$ cat config.mk
export PLATFORM = sky130hd
export DESIGN_NAME = lbs_front
export DESIGN_NICKNAME = d
export VERILOG_FILES = /design/src/rtl/lbs_pkg.sv /design/src/rtl/lbs_queue.sv /design/src/rtl/lbs_front.sv
export SDC_FILE = /design/constraint.sdc
export NUM_CORES = 1
export LEC_CHECK = 0
export BUFFER_PORTS_ARGS = -buffer_cell sky130_fd_sc_hd__buf_2
export CORE_MARGIN = 1
export CORE_UTILIZATION = 35
export CTS_BUF_LIST = sky130_fd_sc_hd__clkbuf_8
export CTS_CLUSTER_SIZE = 25
export DETAILED_ROUTE_END_ITERATION = 16
export GPL_TIMING_DRIVEN = 1
export SYNTH_ARGS = -nofsm -noshare
export SYNTH_HDL_FRONTEND = slang
export SYNTH_SLANG_ARGS = --single-unit
$ cat constraint.sdc
create_clock -name clk -period 23.5 [get_ports clk]
set_clock_uncertainty 0.1 [all_clocks]
set_input_delay 2.35 -clock clk [delete_from_list [all_inputs] [get_ports clk]]
set_output_delay 2.35 -clock clk [all_outputs]
set_load 0.005 [all_outputs]
$ cat src/rtl/lbs_pkg.sv
// Package for the linear blend vertex skinner: item and result types,
// opcodes and fixed constants. No dependencies.
package lbs_pkg;

  localparam int WORDS_PER_BONE = 12;
  localparam int NUM_INF        = 4;
  localparam int WEIGHT_FRAC    = 15;
  localparam int FQ_DEPTH       = 2;
  localparam int OQ_DEPTH       = 4;
  localparam logic [15:0] WEIGHT_ONE = 16'h8000;

  typedef enum logic {
    OP_SKIN  = 1'b0,
    OP_WRITE = 1'b1
  } op_t;

  typedef struct packed {
    op_t         op;
    logic [5:0]  slot;
    logic [3:0]  word;
    logic [31:0] value;
    logic [2:0][31:0] pos;
    logic [2:0][31:0] nrm;
    logic [31:0] bones;
    logic [63:0] weights;
  } item_t;

  typedef struct packed {
    logic [2:0][31:0] pos;
    logic [2:0][31:0] nrm;
  } res_t;

  // Bone store clearing pass: row address swept after reset.
  typedef struct packed {
    logic       active;
    logic [7:0] addr;
  } clr_t;

  function automatic logic [31:0] sat32(input logic signed [65:0] v);
    logic [31:0] r;
    if (v > 66'sd2147483647) begin
      r = 32'h7fff_ffff;
    end else if (v < -66'sd2147483648) begin
      r = 32'h8000_0000;
    end else begin
      r = v[31:0];
    end
    return r;
  endfunction

endpackage

$ cat src/rtl/lbs_queue.sv
// Small first-in first-out queue with push/full and pop/empty sides.
// No dependencies; DEPTH is a power of two.
module lbs_queue #(
  parameter int WIDTH = 8,
  parameter int DEPTH = 2
) (
  input  logic             clk,
  input  logic             rst_n,
  input  logic             push,
  input  logic [WIDTH-1:0] din,
  output logic             full,
  input  logic             pop,
  output logic [WIDTH-1:0] dout,
  output logic             empty
);
  localparam int AW = (DEPTH > 1) ? $clog2(DEPTH) : 1;

  logic [WIDTH-1:0] data_r [DEPTH];
  logic [AW-1:0]    wr_r, rd_r;
  logic [AW:0]      cnt_r;
  logic             do_push, do_pop;

  assign full    = (cnt_r == (AW+1)'(DEPTH));
  assign empty   = (cnt_r == '0);
  assign do_push = push && !full;
  assign do_pop  = pop && !empty;
  assign dout    = data_r[rd_r];

  always_ff @(posedge clk) begin
    if (!rst_n) begin
      wr_r  <= '0;
      rd_r  <= '0;
      cnt_r <= '0;
    end else begin
      if (do_push) begin
        wr_r <= wr_r + 1'b1;
      end
      if (do_pop) begin
        rd_r <= rd_r + 1'b1;
      end
      cnt_r <= cnt_r + (AW+1)'(do_push) - (AW+1)'(do_pop);
    end
  end

  always_ff @(posedge clk) begin
    if (do_push) begin
      data_r[wr_r] <= din;
    end
  end
endmodule

$ cat src/rtl/lbs_front.sv
// Front end: accepts input beats, drops out-of-range matrix writes, queues
// the rest, and runs the bone store clearing pass. Uses lbs_pkg, lbs_queue.
module lbs_front #(
  parameter int MAX_BONES = 64
) (
  input  logic          clk,
  input  logic          rst_n,
  input  logic          push,
  output logic          full,
  input  lbs_pkg::item_t in_item,
  input  logic          q_pop,
  output logic          q_valid,
  output lbs_pkg::item_t q_item,
  output lbs_pkg::clr_t clr
);
  import lbs_pkg::*;

  localparam int CW = $clog2(MAX_BONES + 1);

  logic          clearing_r;
  logic [CW-1:0] clr_cnt_r;
  logic          q_full, q_empty, keep, q_push;
  logic [$bits(item_t)-1:0] q_dout;

  assign keep   = (in_item.op == OP_SKIN) ||
                  ((9'(in_item.slot) < 9'(MAX_BONES)) &&
                   (in_item.word < 4'(WORDS_PER_BONE)));
  assign full   = clearing_r || q_full;
  assign q_push = push && !full && keep;

  assign clr.active = clearing_r;
  assign clr.addr   = 8'(clr_cnt_r);
  assign q_valid    = !q_empty;
  assign q_item     = item_t'(q_dout);

  always_ff @(posedge clk) begin
    if (!rst_n) begin
      clearing_r <= 1'b1;
      clr_cnt_r  <= '0;
    end else if (clearing_r) begin
      if (clr_cnt_r == CW'(MAX_BONES - 1)) begin
        clearing_r <= 1'b0;
      end
      clr_cnt_r <= clr_cnt_r + 1'b1;
    end
  end

  lbs_queue #(.WIDTH($bits(item_t)), .DEPTH(FQ_DEPTH)) u_fq (
    .clk  (clk),
    .rst_n(rst_n),
    .push (q_push),
    .din  (in_item),
    .full (q_full),
    .pop  (q_pop),
    .dout (q_dout),
    .empty(q_empty)
  );
endmodule

Word-level counts from Yosys, hierarchy flattened
Memory sizes are Yosys's and may differ from the RTL's. A register that Yosys moved wholly into a read port is not among the register bits.
Cells that the tools add are included.
{"block": "word_totals", "ram_bits": 662, "regBits": 12, "word_cells": 31, "n_memories": 1, "inputBits": 335}
{"memory": "u_fq.data_r", "depth": 2, "width": 331, "rd": 1, "rd_ports_with_merged_regs": 1, "write_ports": 1, "line_no": "lbs_queue.sv:18", "rtl": "logic [WIDTH-1:0] data_r [DEPTH];"}
{"block": "classes", "n_bitwise": 1, "n_mux": 6, "magnitude_cmp": 1, "n_reduce_logical": 10, "n_addsub": 5, "n_eq_ne": 2}
{"op": "adder 7 x 1 -> 7 bit, second input constant", "n": 1}
{"op": "equality test 7 x 6 -> 1 bit, second input constant", "n": 1}
{"op": "two-way mux 1 bit", "n": 6}
{"op": "logical AND 1 bit", "n": 4}
{"op": "< comparator 4 bit, second input constant", "n": 1}
{"op": "zero test 1 bit", "n": 3}
{"op": "adder 1 bit, second input constant", "n": 2}
{"op": "adder 2 x 1 -> 2 bit", "n": 1}
{"op": "equality test 2 bit, second input constant", "n": 1}
{"op": "zero test 2 bit", "n": 1}
{"op": "logical OR 1 bit", "n": 2}
{"op": "subtractor 2 x 1 -> 2 bit", "n": 1}
{"op": "NOT 1 bit", "n": 1}

Logic depth before layout (Yosys ltp)
{"block": "depth", "word_depth": 8, "ltp_mapped": 7, "ltp_nobuf": 7}

Hierarchy
A second synthesis with hierarchy kept.
{"block": "unflattened", "hier_cells": 1098, "area_unflattened_um2": 25837.3}
{"module": "lbs_queue", "n_inst": 1, "cells_each": 1057, "area_per_inst_um2": 25450.7}
{"module": "lbs_front", "n_inst": 1, "cells_each": 41, "area_per_inst_um2": 386.6}

Worst setup path before layout
No wires, ideal clock.
{"block": "synth_timing", "path_kind": "input to register", "start": "input in_item[330] (netlist name)", "end": "memory u_fq.data_r[0][0] (netlist name) (enable)", "t_arrival_ns": 17.118, "t_required_ns": 22.331, "cell_stages": 3, "setup_slack_ns": 5.213, "path_cell_list": "nand3_1 > and4b_1 > nor2b_1"}
{"block": "synth_via", "elab_chain_len": 6}
{"element": "from (decl)", "line_no": "lbs_front.sv:10", "rtl": "input lbs_pkg::item_t in_item,"}
{"element": "NOT 1 bit", "line_no": "lbs_front.sv:25", "rtl": "assign keep = (in_item.op == OP_SKIN) ||"}
{"element": "logical OR 1 bit", "line_no": "lbs_front.sv:25"}
{"element": "logical AND 1 bit", "line_no": "lbs_front.sv:29", "rtl": "assign q_push = push && !full && keep;"}
{"element": "logical AND 1 bit", "line_no": "lbs_queue.sv:25", "rtl": "assign do_push = push && !full;"}
{"element": "two-way mux 1 bit", "line_no": "lbs_queue.sv:46", "rtl": "if (do_push) begin"}
{"element": "two-way mux 1 bit (implied by the code)", "line_no": "lbs_queue.sv:47", "rtl": "data_r[wr_r] <= din;"}
{"element": "to (decl)", "line_no": "lbs_queue.sv:18"}
Every way passes these cells.

==> results.cfg <==
[min_path]
whs_endpoint = u_fq.wr_r$_SDFFE_PN0N_
whs_path_depth = 2
holdCritPathClass = flip-flop to flip-flop
hp-start = u_fq.wr_r$_SDFFE_PN0N_

[sta]
tightest_slew_ps = 1157
maxSlewViolCount = 0
finalSetupViolCount = 0
hold_viol_final = 0
rsz0062_at_grt = no
fin_crit_ps = 6521
slew_headroom_pct = 22.90
max_freq_mhz = 153.4
fin_crit_sh_pct = 27.75
fin_hold_ws_ps = 425.9
tns_ps = 0

[yosys]
synth_top_area_cell = edfxtp_1
ys_seq_area_share_pct = 78.36
syn_area_um2 = 25700
synth.most_common_cell = edfxtp_1
synth_area_leaders = edfxtp_1, mux2_4, mux2_2
yosys-top-cells-count = edfxtp_1, mux2_4, mux2_2
ys_ff_latch = 675
synth_edf_count = 662
ys.flop_type = edfxtp_1
ys_warn_count = 0
yosys.area.top_type_share_pct = 77.34
synthArstFlopShare_pct = 0
syn_avg_cell_area_um2 = 23.47
syn_inst = 1095
synth_cell_type_count = 27
syn_nets = 1433

[worst_setup_path]
cpMostUsedCell = buf_4
worst-path-stages = 4
cp-end-kind = output port
r2r_end = u_fq.data_r[0][176]$_DFFE_PP_
rr_worst_depth = 6
crit_chain = buf_4 -> buf_4 -> mux2_2 -> buf_2
critical_path.top_delay_family = buffers and inverters
slowest_stage = dfxtp_4
start_kind = flip-flop
critPathBufInv = 3
required_ps = 21050
cp_max_fo = 56
reg2reg_from = u_fq.cnt_r[0]$_SDFF_PN0_
slowest_delay_ps = 910
crit_arrival_ps = 4070
rrSetupSlack_ps = 19170
crit_type = flip-flop to output port

[routing]
drt_iter0_drc = 701
maxUsedRoutingLayer = met5
avgViaCountPerCell = 4.433
wirelength_um = 57610
wl_met2_um = 29790
wl_met3_um = 5003
ant_nets = 0
drcViolationCount = 0
m1WireLength_um = 20650
routedWlPerCell_um = 19.86
firstDrtPassIters = 4
vias = 12860

[final_layout]
nets = 2191
drive_gt1_share_pct = 59.15
fillers = 6367
final-seq-area_um2 = 20140
instances_no_fill = 2900
multi_input_area_um2 = 5154
area_growth_syn_to_layout_pct = 24.57

[power]
powerDensity_nw_per_um2 = 78.68
ir_worst_vdd_mv = 0.05031
power.total_mw = 2.519
power.leakage_nw = 12.25

[place]
place.gp.congestion = 0.7854
numPortBuffers = 675
dpl.hpwl_um = 39630
dp.cells = 2692

[clock_tree]
cts_buffers = 109
clkSlewWorstSetupHoldPaths_ps = 60
cts.path.max_buffers = 3
postCtsSetupRepairBufs = 0
tritoncts = done
clkSinkCount = 675
clockRootBuffer = clkbuf_8
h-tree-depth = 3
worstSkewPairLatency_ps = 670
post_cts_resized = 0
cts_hold_buf = 0

[floorplanning]
dieArea_um2 = 74520
rows = 98
initial_utilization_pct = 35.65
die_h_um = 273.0
die_w_um = 273.0
io_pins = 677
core-area_um2 = 72100

[job]
drv_cap = 0

[grt]
track_usage_pct = 14.80
gr-total-overflow = 0
antenna_found_initial = 22
grt_max_degree = 126
grt_first_pass_wirelength_um = 82300
grt_pass1_vias = 13590

[status]
status = finished clean
-- stage by stage --
stage          worst slack (ps)  instance area (um^2)  utilization [%]
2_1_floorplan              5213                 25700                -
3_3_place_gp              17120                 29980            41.58
3_5_place_dp              17040                 29980            41.58
4_1_cts                   16860                 31990            44.37
5_1_grt                   16700                 32020            44.41
6_report                  16980                 32020            44.41
-- worst max path at each step --
stage,endpoint,slack [ps]
global placement,u_fq.data_r[0][145]$_DFFE_PP_,17120
finish,q_item[320],16980
global route,q_item[320],16700
CTS,q_item[320],16860
floorplan,u_fq.data_r[0][0]$_DFFE_PP_,5210
detailed placement,u_fq.data_r[0][145]$_DFFE_PP_,17040
-- power by group --
group	leakage, nW	internal (mW)	switching [mW]
Clock	1.19	0.479	0.450
Combinational	5.01	0.150	0.110
Sequential	6.05	1.32	0.00833
Total	12.3	1.95	0.568
-- layer usage --
metal / vias to the layer above / track usage (%)
li1: 5904 / -
met1: 6301 / 15.72
met2: 489 / 25.53
met3: 143 / 5.676
met4: 20 / 7.498
met5: - / 0
-- flip-flops by register name, indices dropped and copies added (netlist names), named ones only --
| register | count |
|---|---|
| u_fq.data_r | 662 |
| clr_cnt_r | 7 |
| u_fq.cnt_r | 2 |
| clearing_r | 1 |
| u_fq.rd_r | 1 |
| u_fq.wr_r | 1 |
-- cell families after synthesis --
| logic type | share of synthesized area [%] |
|---|---|
| other | 0.01459 |
| buffers and inverters | 1.631 |
| xor gates and xnor gates | 0.2385 |
| adders and majority gates | 0.1461 |
| and+or+nand+nor | 0.6522 |
| AOI/OAI and AO/OA | 0.1460 |
| DFF | 78.36 |
| muxes | 18.82 |
-- worst reg2reg max path, delay by kind of cell, from the launching register on --
| kind | cells | cell delay [ps] |
|---|---|---|
| buffers and inverters | 3 | 2520 |
| and+or+nand+nor | 3 | 960 |
| DFF | 1 | 350 |
-- cell usage in the layout (no fill, tap or decap), types with 2 or more instances in the layout --
master | netlist | routed
mux2_2 | 41 | 41
nor2b_1 | 4 | 3
bufinv_16 | 0 | 4
nand2_1 | 4 | 4
clkinv_2 | 0 | 2
o21ai_0 | 3 | 3
inv_1 | 2 | 52
inv_12 | 0 | 3
ha_1 | 3 | 3
or3_1 | 2 | 2
edfxtp_1 | 662 | 662
mux2i_1 | 2 | 2
inv_6 | 0 | 2
buf_4 | 3 | 12
buf_2 | 5 | 675
a21boi_1 | 2 | 2
nand4_1 | 2 | 2
clkbuf_8 | 0 | 109
diode_2 | 0 | 11
clkinv_1 | 0 | 24
clkinvlp_4 | 0 | 2
nand2b_1 | 4 | 4
and2_1 | 7 | 6
dfxtp_1 | 13 | 12
xnor2_1 | 6 | 6
mux2_4 | 290 | 290
-- layout make-up --
class	count	share of cell area [%]
multi-input cells	377	16.10
clock inverters	88	1.590
flip-flops and latches	675	62.91
inverters	2	0.02345
repair buffers	688	10.89
clock buffers	109	4.685
diodes	11	0.08597
well taps	950	3.712
(Power assumes the default switching activity.)
