File: config.mk
export PLATFORM = sky130hd
export DESIGN_NAME = lbs_queue
export DESIGN_NICKNAME = d
export VERILOG_FILES = /design/src/rtl/lbs_queue.sv
export SDC_FILE = /design/constraint.sdc
export NUM_CORES = 1
export LEC_CHECK = 0
export BUFFER_PORTS_ARGS = -buffer_cell sky130_fd_sc_hd__clkbuf_2
export CORE_ASPECT_RATIO = 0.9
export CORE_MARGIN = 1.5
export CORE_UTILIZATION = 30
export CTS_CLUSTER_DIAMETER = 60
export CTS_CLUSTER_SIZE = 24
export DETAILED_ROUTE_END_ITERATION = 6
export PLACE_DENSITY = 0.55
export SLEW_MARGIN = 20
export SYNTH_ARGS = -nofsm -noshare
export SYNTH_HDL_FRONTEND = slang
export SYNTH_SLANG_ARGS = --single-unit
File: constraint.sdc
create_clock -name clk -period 1.4 [get_ports clk]
set_input_delay 0.07 -clock clk [delete_from_list [all_inputs] [get_ports clk]]
set_output_delay 0.07 -clock clk [all_outputs]
set_load 0.02 [all_outputs]
File: src/rtl/lbs_queue.sv
// Small first-in first-out queue with push/full and pop/empty sides.
// No dependencies; DEPTH is a power of two.
module lbs_queue #(
  parameter int WIDTH = 8,
  parameter int DEPTH = 2
) (
  input  logic             clk,
  input  logic             rst_n,
  input  logic             push,
  input  logic [WIDTH-1:0] din,
  output logic             full,
  input  logic             pop,
  output logic [WIDTH-1:0] dout,
  output logic             empty
);
  localparam int AW = (DEPTH > 1) ? $clog2(DEPTH) : 1;

  logic [WIDTH-1:0] data_r [DEPTH];
  logic [AW-1:0]    wr_r, rd_r;
  logic [AW:0]      cnt_r;
  logic             do_push, do_pop;

  assign full    = (cnt_r == (AW+1)'(DEPTH));
  assign empty   = (cnt_r == '0);
  assign do_push = push && !full;
  assign do_pop  = pop && !empty;
  assign dout    = data_r[rd_r];

  always_ff @(posedge clk) begin
    if (!rst_n) begin
      wr_r  <= '0;
      rd_r  <= '0;
      cnt_r <= '0;
    end else begin
      if (do_push) begin
        wr_r <= wr_r + 1'b1;
      end
      if (do_pop) begin
        rd_r <= rd_r + 1'b1;
      end
      cnt_r <= cnt_r + (AW+1)'(do_push) - (AW+1)'(do_pop);
    end
  end

  always_ff @(posedge clk) begin
    if (do_push) begin
      data_r[wr_r] <= din;
    end
  end
endmodule

# == After elaboration in Yosys (flattened, before gate mapping) ==
# Memory sizes are Yosys's and may differ from the RTL's. A register that Yosys moved wholly into a read port is not among the register bits.
# Index checks and enable logic that the tools add are counted.
# classes
n_addsub,4
n_mul,0
div,0
n_lt_le_gt_ge,0
eq_ne,1
shift,0
n_mux,4
bitwise_logic,0
reduce_logical,5
# op_table
operator,count
$mux W1,4
$add A1 B1 Y1 const B,2
$add A2 B1 Y2,1
$eq A2 B2 Y1 const B,1
$logic_and A1 B1 Y1,2
$logic_not A1 Y1,2
$logic_not A2 Y1,1
$sub A2 B1 Y2,1
# word_totals
reg_bits,4
latch_bits,0
mem_bits_rw,16
mem_bits_ro,0
in_bits,12
output_inout_bits,10
wordCells,18
n_memories,1
# mem_list
name,depth,word_bits,rd,rd_clocked_by_memory_dff,write_ports,line,text
data_r,2,8,1,1,1,18,logic [WIDTH-1:0] data_r [DEPTH];

# == Depth between registers and ports, before layout ==
# Gate-level depths: netlist of run 1.
# logic_depth
word_depth,5
depth_mapped,8
ltp_nobuf,8

# == Least setup slack after synthesis of run 1 ==
# Ideal clock, no wire load.
# synth_path
kind,register to register
startpoint,register cnt_r[0]
endpoint,register cnt_r[1]
setup_ps,78
arrival_ps,1462
required_ps,1322
path_slack_ps,-140
stages_incl_launch_ff,9
path_buffers,0
period_less_slack_ps,1540
path_cell_list,dfxtp_1 nand2b_1 nand2_1 ha_1 inv_1 ha_1 xor2_1 and2_2 nor3_1
# synth_between
elab_chain_cells,5
elab_cells_between_ends,8
cone_classes,add/sub (2); eq/ne (1); reduce/logical (5)
# synth_rtl
item,line,text
start: declaration,20,logic [AW:0] cnt_r;
start signal: assignment,41,cnt_r <= cnt_r + (AW+1)'(do_push) - (AW+1)'(do_pop);
$eq A2 B2 Y1,23,assign full = (cnt_r == (AW+1)'(DEPTH));
$logic_not A1 Y1,25,assign do_push = push && !full;
$logic_and A1 B1 Y1,25,
$add A2 B1 Y2,41,
$sub A2 B1 Y2 (*),41,
# Mark *: on every way between the ends. The rest lies on a longest branch, timed or not.
# A chain may end at the register's enable or synchronous reset.

# == Worst setup path in the final report of run 1 ==
# layout_path
startpoint,register cnt_r[1]
endpoint,register cnt_r[1]
# layout_between
elab_cells_between_ends,8
cone_classes,add/sub (2); eq/ne (1); reduce/logical (5)
# layout_rtl
item,line,text
$logic_not A2 Y1,24,assign empty = (cnt_r == '0);
$logic_not A1 Y1,26,assign do_pop = pop && !empty;
$logic_and A1 B1 Y1,26,
net do_pop,21,"logic do_push, do_pop;"
$sub A2 B1 Y2,41,
# The timed path passes the listed nets, and every way through them passes these cells.

==> results of run 1 <==
## worst min path at each step
stage | start | end | slack (ns)
2_1_floorplan | din[0] | data_r[0][0] | 0.17
3_3_place_gp | din[4] | data_r[1][4] | 0.26
3_5_place_dp | din[4] | data_r[1][4] | 0.27
4_1_cts | rst_n | cnt_r[0] | 0.03
5_1_grt | rst_n | cnt_r[0] | 0.05
6_report | rst_n | cnt_r[0] | 0.04
## cell families (layout without fill, tap and decap cells)
family / after synthesis / in the layout / synth area share [%]
DFF: 21 / 21 / 71.5
and+or+nand+nor: 13 / 13 / 7.86
muxes: 9 / 9 / 12.3
buffers and inverters: 4 / 43 / 2.00
adders and majority gates: 2 / 2 / 3.08
xor gates and xnor gates: 2 / 2 / 2.16
AOI/OAI and AO/OA: 1 / 1 / 1.08
## through the flow
step / cells / TNS (ns) / setup slack (ns) / util (%) / hold slack (ns)
finish: 119 / -0.0900 / -0.0900 / 47.2 / 0.0402
global route: 119 / -0.148 / -0.148 / 47.2 / 0.0452
CTS: 119 / -0.0882 / -0.0882 / 46.5 / 0.0288
detailed placement: 105 / -0.126 / -0.126 / 41.3 / 0.266
global placement: 105 / -0.0996 / -0.0996 / 41.3 / 0.260
floorplan: 52 / -0.0711 / -0.0711 / - / 0.169
## what timing repair did
item / in CTS / in global routing
endpoints found under the setup margin: 9 / 1
resized for setup: 3 / 2
hold buffers: 8 / 0
pin swaps: 3 / 3
endpoints found under the hold margin: 16 / 0
buffers inserted: 2 / 0
## registers in the layout, indices dropped and copies added, names as in the netlist, named ones only
signal,count
rd_r,1
cnt_r,2
data_r,16
wr_r,1
## cell type report
class	count	area, um2
flip-flops and latches	21	587
fillers	249	1330
well taps	28	35.0
clock buffers	4	26.3
repair buffers	36	250
multi-input cells	27	275
inverters	3	11.3
## routing by layer
layer,track usage (%),share of wire (%),vias to the layer above
li1,-,-,260
met1,11.5,43,242
met2,16.7,50,17
met3,3.95,3.6,4
met4,5.04,2.8,0
met5,0,0,-
## power groups by stage
stage | Combinational, uW | Clock [uW] | Sequential (uW)
after floorplan | 543 | 0 | 887
after global placement | 750 | 0 | 929
after detailed placement | 764 | 0 | 935
after CTS | 840 | 284 | 922
after global routing | 950 | 305 | 938
final | 865 | 274 | 917
## Yosys cell counts, drive strengths merged
master	n
xnor2	1
and3	1
nor2	5
nand2	2
mux2i	1
edfxtp	16
dfxtp	5
xor2	1
nor3	1
and2	2
mux2	8
buf	1
ha	2
o21a	1
inv	3
nand2b	2
## critical path: stages, from the launching register on
cell and delay [ns]:
dfxtp_4 0.38, o21a_4 0.20, ha_4 0.26, inv_2 0.03
ha_4 0.15, xor2_2 0.17, and2_4 0.13, nor3_2 0.10
==> results by group, run 1 <==
Critical path
  • Worst Setup Start Kind: flip-flop
  • FF-to-FF path depth: 7
  • Worst Setup SP: cnt_r[1]
  • FF-to-FF setup slack: -0.09 ns
  • Crit end category: flip-flop
  • Worst r2r dst: cnt_r[1]
  • Worst Path Required: 1.62 ns
  • Reg-to-reg startpoint: cnt_r[1]
  • Worst Setup EP: cnt_r[1]
  • Crit path kind: reg2reg
  • Maximum fanout along the worst path: 3
  • Critical path data arrival time: 1.71 ns

Power
  • Logic gate share of total power: 42.1%
  • Clock share of power: 13.3%
  • Final Total Pwr: 2060 uW
  • Worst VDD drop: 611 uV
  • Cell internal pwr: 1370 uW
  • Pleak: 0.000488 uW
  • Sequential share of power: 44.6%
  • Switching power: 681 uW
  • P per Cell Area: 1740 nW/um2
  • Sw Ratio: 33.1%

Detailed routing
  • Avg Vias per Cell: 4.39
  • Detailed Route WL: 1380 um
  • 1st-pass router iterations: 6
  • Drt drc: 2
  • Per-cell routed wire length: 11.6 um
  • 1st-iter DRT viols: 5
  • DRT antenna net count: 0
  • Via count: 523

CTS
  • Clk sink count: 21
  • Reg clk slew, reported paths: 0.11 ns
  • Cts bufs inserted: 3
  • Root buf cell: clkbuf_4
  • CTS tree: yes
  • Worst skew pair latency: 0.29 ns
  • Clk buf depth: 2
  • H-tree lvl count: 1

Layout
  • Share of layout cells above drive strength 1: 56.0%
  • Fin area: 1180 um2
  • Most frequent cells in the layout: clkbuf_2 (21), edfxtp_1 (16), mux2_2 (8), dlygate4sd3_1 (8), buf_4 (6)
  • Final Net Count: 106
  • Diodes inserted: 0
  • Area delta synth->final: 45.9%
  • Most common cell after layout, fill and taps aside: clkbuf_2

Global routing
  • First-pass GRT wire length: 2260 um
  • Initial antenna violation count: 0
  • Total track usage: 10.2%
  • Total grt overflow: 0
  • Largest net degree at the start of global routing: 12
  • Vias in the first global route: 529

Logic synthesis
  • Post-synth cell types: 17
  • Syn Inst Count: 52
  • Synthesized area: 812 um2
  • Largest cells by area after synthesis: edfxtp_1 (59%), dfxtp_1 (12%), mux2_2 (11%), ha_1 (3.1%), nor2_1 (2.3%)
  • Average size of a mapped cell: 15.6 um2
  • Synth Register Bits: 21
  • Syn Nets: 66
  • Area share of the largest cell type after synthesis: 59.2%
  • Synth warn: 0
  • Leading area contributor after synthesis: edfxtp_1
  • Sequential share of the synthesized area: 71.5%

STA
  • Slew headroom: 86.5%
  • RSZ-0062 raised after global routing: yes
  • Least-Margin Pin Slew: 0.203 ns
  • Final Setup Violations: 1
  • Final hold viol count: 0
  • Fin Clk Skew: 0.00225 ns
  • Worst setup margin: -0.0900 ns
  • Fin crit share: 106%
  • Peak Freq: 671 MHz
  • Slew Limit Fails: 0
  • Min Tclk post-route: 1.49 ns

Run status
  • Status: finished, violations left
  • Failing checks: DRC, setup timing

Placed design
  • Placed Area: 1040 um2
  • IO buf count: 21
  • Gpl congestion: 0.610
  • HPWL after detailed placement: 924 um

Floorplan
  • Initial Util: 32.4%
  • # IOs: 22
  • FP Rows: 17
  • Full die area: 3030 um2
  • Die Height: 52.4 um
  • Die X: 57.8 um
  • Core Area: 2510 um2

Min path
  • Hold depth: 2
  • Hold Path Class: in2reg

Job
  • Max-cap violations: 0
Power figures use the tool's default switching activity.
==> inputs of run 2 (changes only) <==
--- a/config.mk
+++ b/config.mk
@@ -12,7 +12,7 @@
 export CTS_CLUSTER_DIAMETER = 60
 export CTS_CLUSTER_SIZE = 24
 export DETAILED_ROUTE_END_ITERATION = 6
-export PLACE_DENSITY = 0.55
+export PLACE_DENSITY = 0.54
 export SLEW_MARGIN = 20
 export SYNTH_ARGS = -nofsm -noshare
 export SYNTH_HDL_FRONTEND = slang
==> constraint.sdc (replaced) <==
create_clock -name clk -period 1.55 [get_ports clk]
set_input_delay 0.0775 -clock clk [delete_from_list [all_inputs] [get_ports clk]]
set_output_delay 0.0775 -clock clk [all_outputs]
set_load 0.02 [all_outputs]
==> run 2 against run 1 <==
The run ends with DRC left. Sequential share of layout area increased by 1.3 points. Clock skew decreased by 0.0014 ns. Power decreased by 12%. Critical endpoint unchanged. Sequential power decreased by 9.1%. Global-route usage decreased by 0.46 points. Critical path type unchanged. Hold slack got worse by 0.0072 ns. First-iteration DRC count increased to 3.2 times the previous value. Largest power group unchanged. Setup slack improved by 0.16 ns. Clock-buffer cell count decreased by 1. Routed wire length decreased by 7.3%. Final cell count decreased by 1.7%. Clock power decreased by 7.3%.
==> results by group, run 2 (synthesis results as in run 1) <==
Run status
  • Status: finished, violations left
  • Failing checks: DRC

Critical path
  • FF-to-FF setup slack: 0.07 ns (+0.16 ns)
  • Maximum fanout along the worst path: 5 (+2)
  • Worst Setup Start Kind: flip-flop
  • Bufs and invs on worst path: 1 (unchanged)
  • Family with the most delay on the worst path: adder cells
  • Crit. path cell count: 7 (unchanged)
  • Critical-path cell list: o21a_4, ha_4, inv_2, ha_4, xor2_2, and2_4, nor3_2
  • FF-to-FF path depth: 7 (unchanged)
  • Worst Setup SP: cnt_r[1]
  • Reg-to-reg startpoint: cnt_r[1]
  • Slowest library cell on the worst path: dfxtp_4
  • Crit-path max cell delay: 0.39 ns (about the same)
  • Critical path data arrival time: 1.71 ns (about the same)
  • Worst Path Required: 1.78 ns (+0.16 ns)
  • Crit path kind: reg2reg
  • Crit end category: flip-flop
  • Most used cell, CP: ha_4

Layout
  • Most common cell after layout, fill and taps aside: clkbuf_2
  • Most frequent cells in the layout: clkbuf_2 (21), edfxtp_1 (16), mux2_2 (8), dlygate4sd3_1 (8)
  • Final Net Count: 104 (-1.9%)
  • Fill cells: 244 (-2.0%)
  • Post-route core utilization: 46.0% (-1.2 points)
  • Diodes inserted: 0 (unchanged)
  • Area delta synth->final: 42.1%
  • Biggest regs: data_r x16, cnt_r x2
  • Max reg flops: 16 (unchanged)
  • Share of layout cells above drive strength 1: 56.2% (+0.14 points)
  • Largest register by flop count: data_r

Power
  • Worst VDD drop: 659 uV (+7.8%)
  • Sw Ratio: 33.6% (+0.45 points)
  • Cell internal pwr: 1210 uW (-12%)
  • Pleak: 0.000475 uW (-2.6%)
  • Switching power: 610 uW (-10%)
  • Logic gate share of total power: 40.2% (-1.9 points)
  • Clock share of power: 14.0% (+0.7 points)
  • P per Cell Area: 1580 nW/um2 (-9.2%)
  • Sequential share of power: 45.9% (+1.3 points)

STA
  • Fin Clk Skew: 0.000823 ns (-0.00143 ns)
  • Slew Limit Fails: 0 (unchanged)
  • Min Tclk post-route: 1.48 ns (-0.0127 ns)
  • Fin crit share: 95.3% (-11 points)
  • Fin Setup TNS: 0 ns (+0.0900 ns)
  • Final hold viol count: 0 (unchanged)
  • Final Setup Violations: 0 (-1)
  • Peak Freq: 677 MHz (+0.86%)
  • Final hold slack: 0.0330 ns (-0.00722 ns)
  • Least-Margin Pin Slew: 0.376 ns (+0.174 ns)
  • RSZ-0062 raised after global routing: no
  • Slew headroom: 74.9% (-12 points)

Floorplan
  • Initial Util: 32.4% (unchanged)
  • Full die area: 3030 um2 (unchanged)
  • # IOs: 22 (unchanged)
  • FP Rows: 17 (unchanged)
  • Die X: 57.8 um (unchanged)
  • Die Height: 52.4 um (unchanged)
  • Core Area: 2510 um2 (unchanged)

CTS
  • Clk buf depth: 2 (unchanged)
  • Clk sink count: 21 (unchanged)
  • Worst skew pair latency: 0.30 ns (about the same)
  • CTS tree: yes
  • H-tree lvl count: 1 (unchanged)
  • Root buf cell: clkbuf_4
  • Reg clk slew, reported paths: 0.11 ns (about the same)
  • Cts bufs inserted: 3 (unchanged)

Placed design
  • IO buf count: 21 (unchanged)
  • Gpl congestion: 0.632 (+3.7%)
  • HPWL after detailed placement: 917 um (-0.81%)

Global routing
  • Vias in the first global route: 459 (-13%)
  • First-pass GRT wire length: 2030 um (-10%)
  • Initial antenna violation count: 0 (unchanged)
  • Total grt overflow: 0 (unchanged)
  • Total track usage: 9.69% (-0.46 points)
  • Largest net degree at the start of global routing: 13 (+1)

Detailed routing
  • 1st-pass router iterations: 6 (unchanged)
  • DRT antenna net count: 0 (unchanged)
  • Detailed Route WL: 1280 um (-7.3%)
  • Drt drc: 4 (+2)
  • 1st-iter DRT viols: 16 (+11)
  • Avg Vias per Cell: 4.38 (-0.24%)
  • Per-cell routed wire length: 10.9 um (-5.7%)
  • Via count: 513 (-1.9%)

Min path
  • Hold depth: 2 (unchanged)
  • Hold Path Class: in2reg
  • Worst Min Path Start: rst_n

Job
  • Max-cap violations: 0 (unchanged)
-- run 2: worst paths after layout --
check	endpoint
setup / recovery	cnt_r[1]
hold / removal	cnt_r[0]
setup reg to reg	cnt_r[1]
hold reg to reg	wr_r
-- run 2: area by class of cell --
| class | count | area [um2] | area share, % |
|---|---|---|---|
| multi-input combinational | 27 | 270 | 23.4 |
| inverter | 3 | 11.3 | 0.976 |
| clock inverter | 1 | 5.00 | 0.434 |
| sequential | 21 | 587 | 50.9 |
| timing repair buffer | 34 | 223 | 19.3 |
| tap | 28 | 35.0 | 3.04 |
| clock buffer | 3 | 22.5 | 1.95 |
-- run 2: stage by stage --
stage / std cells / area (um2) / worst slack [ns] / total power, uW
2_1_floorplan: 52 / 812 / 0.0101 / 1220
3_3_place_gp: 104 / 977 / -0.00108 / 1430
3_5_place_dp: 104 / 977 / -0.0388 / 1440
4_1_cts: 117 / 1130 / 0.00711 / 1790
5_1_grt: 117 / 1150 / 0.00434 / 1960
6_report: 117 / 1150 / 0.0727 / 1820
-- run 2: routing by layer --
layer / vias to the layer above / wire length (um) / global-route usage, % / share of wire (%)
li1: 257 / - / - / -
met1: 237 / 548 / 11.0 / 43
met2: 19 / 633 / 15.7 / 49
met3: 0 / 98 / 5.68 / 7.7
met4: 0 / 0 / 2.33 / 0
met5: - / 0 / 0 / 0
-- run 2: what timing repair did --
item	CTS	global route
pin swaps	3	1
setup buffers	1	0
endpoints found under the setup margin	1	7
hold buffers	8	0
hold endpoints to repair	16	0
resized for setup	9	5
-- run 2: power groups by stage --
stage	sequential (uW)	combinational (uW)	clock (uW)
after floorplan	783	435	0
after global placement	823	609	0
after detailed placement	824	613	0
after CTS	835	687	266
after global routing	846	806	305
final	834	730	254
-- run 2: worst register-to-register path, cell delays in order (launching register included) --
cell,delay (ns)
dfxtp_4,0.39
o21a_4,0.21
ha_4,0.26
inv_2,0.04
ha_4,0.15
xor2_2,0.14
and2_4,0.15
nor3_2,0.08
